[config.mk]
export PLATFORM = sky130hd
export DESIGN_NAME = kwm_min_tree
export DESIGN_NICKNAME = d
export VERILOG_FILES = /design/src/rtl/assert_macros.svh /design/src/rtl/kwm_min_tree.sv
export SDC_FILE = /design/constraint.sdc
export NUM_CORES = 1
export LEC_CHECK = 0
export ABC_AREA = 1
export BUFFER_PORTS_ARGS = -buffer_cell sky130_fd_sc_hd__buf_4
export CAP_MARGIN = 20
export CORE_ASPECT_RATIO = 0.75
export CORE_MARGIN = 2
export CORE_UTILIZATION = 55
export DETAILED_ROUTE_END_ITERATION = 10
export PLACE_DENSITY_LB_ADDON = 0.2
export SLEW_MARGIN = 15
export SYNTH_ARGS = -nofsm -noshare
export SYNTH_HDL_FRONTEND = slang
export SYNTH_SLANG_ARGS = --single-unit
[constraint.sdc]
create_clock -name vclk -period 6.16
set_input_delay 0.308 -clock vclk [all_inputs]
set_output_delay 0.308 -clock vclk [all_outputs]
set_load 0.1 [all_outputs]
[src/rtl/assert_macros.svh]
// Assertion macros used by the top-level RTL file of the sorted merge block.
`ifndef ASSERT_MACROS_SVH
`define ASSERT_MACROS_SVH

`ifndef NO_ASSERTIONS

// Antecedent implies consequent in the same cycle.
`define KWM_ASSERT_IMP(label, clk, rstn, ante, cons) \
    label: assert property (@(posedge clk) disable iff (!rstn) (ante) |-> (cons)) \
        else $error("kwm assertion failed");

// Antecedent implies consequent in the following cycle.
`define KWM_ASSERT_NXT(label, clk, rstn, ante, cons) \
    label: assert property (@(posedge clk) disable iff (!rstn) (ante) |=> (cons)) \
        else $error("kwm assertion failed");

`else

`define KWM_ASSERT_IMP(label, clk, rstn, ante, cons)
`define KWM_ASSERT_NXT(label, clk, rstn, ante, cons)

`endif

`endif

[src/rtl/kwm_min_tree.sv]
// Comparator tree picking the smallest valid head; ties go to the higher list.
module kwm_min_tree #(
    parameter int NUM_LISTS   = 8,
    parameter int VALUE_WIDTH = 32,
    parameter int LW          = 3
) (
    input  logic signed [VALUE_WIDTH-1:0] head [NUM_LISTS],
    input  logic [NUM_LISTS-1:0]          present,
    output logic                          found,
    output logic [LW-1:0]                 best_idx
);

    localparam int P = 1 << LW;

    logic                          node_vld [1:2*P-1];
    logic signed [VALUE_WIDTH-1:0] node_key [1:2*P-1];
    logic [LW-1:0]                 node_idx [1:2*P-1];

    genvar i;
    generate
        for (i = 0; i < P; i++)
        begin : g_leaf
            if (i < NUM_LISTS)
            begin : g_used
                assign node_vld[P+i] = present[i];
                assign node_key[P+i] = head[i];
            end
            else
            begin : g_pad
                assign node_vld[P+i] = 1'b0;
                assign node_key[P+i] = '0;
            end
            assign node_idx[P+i] = LW'(i);
        end

        for (i = 1; i < P; i++)
        begin : g_node
            logic take_hi;
            // upper child wins on equal keys
            assign take_hi = node_vld[2*i+1] &&
                             (!node_vld[2*i] || (node_key[2*i+1] <= node_key[2*i]));
            assign node_vld[i] = node_vld[2*i] || node_vld[2*i+1];
            assign node_key[i] = take_hi ? node_key[2*i+1] : node_key[2*i];
            assign node_idx[i] = take_hi ? node_idx[2*i+1] : node_idx[2*i];
        end
    endgenerate

    assign found    = node_vld[1];
    assign best_idx = node_idx[1];

endmodule

==> results.tsv <==
stage	metric	value	unit
timing	hold_ws	1.14	ns
yosys	yosysUniqueCellTypes	35	
placed_design	dpl.hpwl	25100	um
global_routing	grt_max_degree	36	
final_layout	seq_cells	0	
final_layout	fillers	1176	
global_routing	grt_pass1_wl	47000	um
power_and_ir_drop	power	2.09	mW
timing	drv_slew	0	
yosys	synth_nets	2045	
worst_setup_path	arrival	6.00	ns
yosys	synth_top_family_by_area	simple AND/OR/NAND/NOR gates	
timing	tightest_slew	0.524	ns
worst_hold_path	min_path_type	in2out	
final_layout	diodes	0	
worst_setup_path	worstPathRequired	5.85	ns
floorplanning	die_area	17500	sq um
drt	via_per_inst	5.78	
final_layout	nClkBuffers	0	
floorplanning	dieHeight	115	um
placed_design	place_congestion	0.952	
floorplanning	ios	268	
yosys	synth_compound_area_share	9.71	%
timing	relSlewSlack	65.0	%
floorplanning	fp-row-count	40	
power_and_ir_drop	ir_worst_vdd	0.000127	V
yosys	yosys_warnings	0	
worst_setup_path	critPathSlowestCell	ha_1	
drt	via_count	11900	
final_layout	seq_area	0	sq um
timing	hold_violations	0	
final_layout	final_cell_mix	421 x nand2_1, 303 x buf_4, 207 x inv_1, 195 x ha_1, 192 x nand3_1	
drt	drt_first_pass_iters	6	
drt	antenna_left	0	
global_routing	grt_pass1_vias	10400	
timing	tns	-0.396	ns
clock_tree	ctsHoldBuffers	0	
final_layout	drive_gt1_share	29.6	%
final_layout	nets	2340	
timing	post-route-period-util	102	%
yosys	syn_area	9030	sq um
drt	wire_per_inst	16.7	um
power_and_ir_drop	powerDensity	162	nW/um^2
run_status	violations	setup timing	
global_routing	grt_usage	31.8	%
drt	wl	34500	um
placed_design	io_buffers	268	
floorplanning	start_util	56.2	%
floorplanning	coreArea	16100	sq um
yosys	syn_inst	1557	
worst_setup_path	crit_start	head[62]	
power_and_ir_drop	leakage	7.32	nW
timing	min_period	6.31	ns
drt	drc	0	
floorplanning	die_w	152	um
yosys	avgSynthCellArea	5.80	sq um
yosys	synthAdderAreaFrac	31.0	%
final_layout	area_growth	42.8	%
run_status	status	complete, but fails checks	
worst_setup_path	cp-start-kind	input pin	
global_routing	overflow	0	
worst_setup_path	end_kind	output port	
yosys	yosysSeqAreaShare	0	%
yosys	synth.area.mux_share	0	%
yosys	synthXorXnorAreaFrac	0	%
timing	setup_violations	3	
timing	fin_ws	-0.147	ns
worst_setup_path	setup.worst_path.end	best_idx[1]	
yosys	synthSimpleGateAreaFrac	46.7	%
worst_setup_path	worst_path_most_repeated_cell	nand2_2	
timing	fmax	0.159	GHz
worst_setup_path	crit_fanout	8	
drt	drt_first_iter_violations	966	
worst_setup_path	cpPeakStageDelay	0.32	ns
final_layout	final_common_cell	nand2_1	
worst_setup_path	critical_path_class	in2out	
global_routing	antenna_found_initial	0	
flow_run	drv_cap	0	
[cells by family after synthesis]
| logic type | after synthesis |
|---|---|
| AOI/OAI and AO/OA | 161 |
| buffers and inverters | 263 |
| adders and majority gates | 224 |
| and+or+nand+nor | 909 |
[routing by layer]
metal	wire length [um]	vias to the layer above	GRT usage, %
li1	-	5739	-
met1	14000	5296	41.8
met2	15400	738	56.6
met3	3750	138	3.32
met4	1390	0	7.29
met5	0	-	0
[critical path: cells and delay by family]
family                   cells  cell delay (ns)
adder cells (fa/ha/maj)      3             0.95
AO/OA/AOI/OAI                4             0.63
buffers and inverters        7             0.82
AND/OR/NAND/NOR             27             3.28
[synth_stat cells (2+ instances only)]
| cell | n | area share (%) |
|---|---|---|
| nor2_2 | 2 | 0.14 |
| nand2_4 | 3 | 0.37 |
| nand3_2 | 4 | 0.44 |
| a21oi_1 | 105 | 5.8 |
| buf_12 | 3 | 0.67 |
| buf_2 | 24 | 1.3 |
| o211ai_1 | 3 | 0.25 |
| o21ai_0 | 27 | 1.5 |
| inv_1 | 211 | 8.8 |
| inv_2 | 3 | 0.12 |
| ha_1 | 224 | 31 |
| o21bai_1 | 6 | 0.50 |
| nand2_1 | 466 | 19 |
| and2_1 | 64 | 4.4 |
| a31oi_1 | 2 | 0.14 |
| nor3b_2 | 3 | 0.42 |
| nor3_1 | 10 | 0.55 |
| clkbuf_1 | 8 | 0.33 |
| nor4_1 | 2 | 0.14 |
| nand3b_1 | 32 | 2.7 |
| or2_2 | 2 | 0.14 |
| buf_4 | 11 | 0.91 |
| o21a_1 | 15 | 1.2 |
| nand2_2 | 33 | 2.3 |
| nand3_1 | 212 | 12 |
| nor2_1 | 56 | 2.3 |
| nand4_1 | 16 | 1.1 |
| buf_6 | 3 | 0.37 |
[report_power, final]
part	total, mW	switching, mW	internal (mW)
logic	2.09	1.21	0.877
registers	0	0	0
clock network	0	0	0
[worst min-delay path by stage]
stage	from	end	slack, ns	depth (start not counted)
4_1_cts	present[4]	found	1.12	4
3_3_place_gp	present[4]	found	1.12	4
2_1_floorplan	present[4]	best_idx[2]	1.12	5
3_5_place_dp	present[4]	found	1.12	4
6_report	present[4]	found	1.14	4
5_1_grt	present[4]	found	1.13	4
[metrics by stage]
stage | util (%) | std cells | setup slack [ns] | area (sq um)
2_1_floorplan | - | 1557 | 0.0922 | 9030
6_report | 80.3 | 2060 | -0.147 | 12900
3_3_place_gp | 69.7 | 2006 | 0.00587 | 11200
4_1_cts | 69.9 | 2006 | 0.0277 | 11200
3_5_place_dp | 69.7 | 2006 | -0.135 | 11200
5_1_grt | 80.3 | 2060 | -0.377 | 12900
[area by class of cell]
type	count	area, sq um	area share, %
repair buffers	337	2920	22.6
inverters	214	828	6.42
repair inverters	3	33.8	0.262
multi-input cells	1296	8850	68.7
well taps	210	263	2.04
[repair_timing]
item                                    in CTS  in global routing
gates resized for setup                      5                218
endpoints found under the setup margin       3                  3
cloned                                       0                 16
buffers inserted                             0                 39
pin swaps                                    0                 92
(Power assumes the default switching activity.)
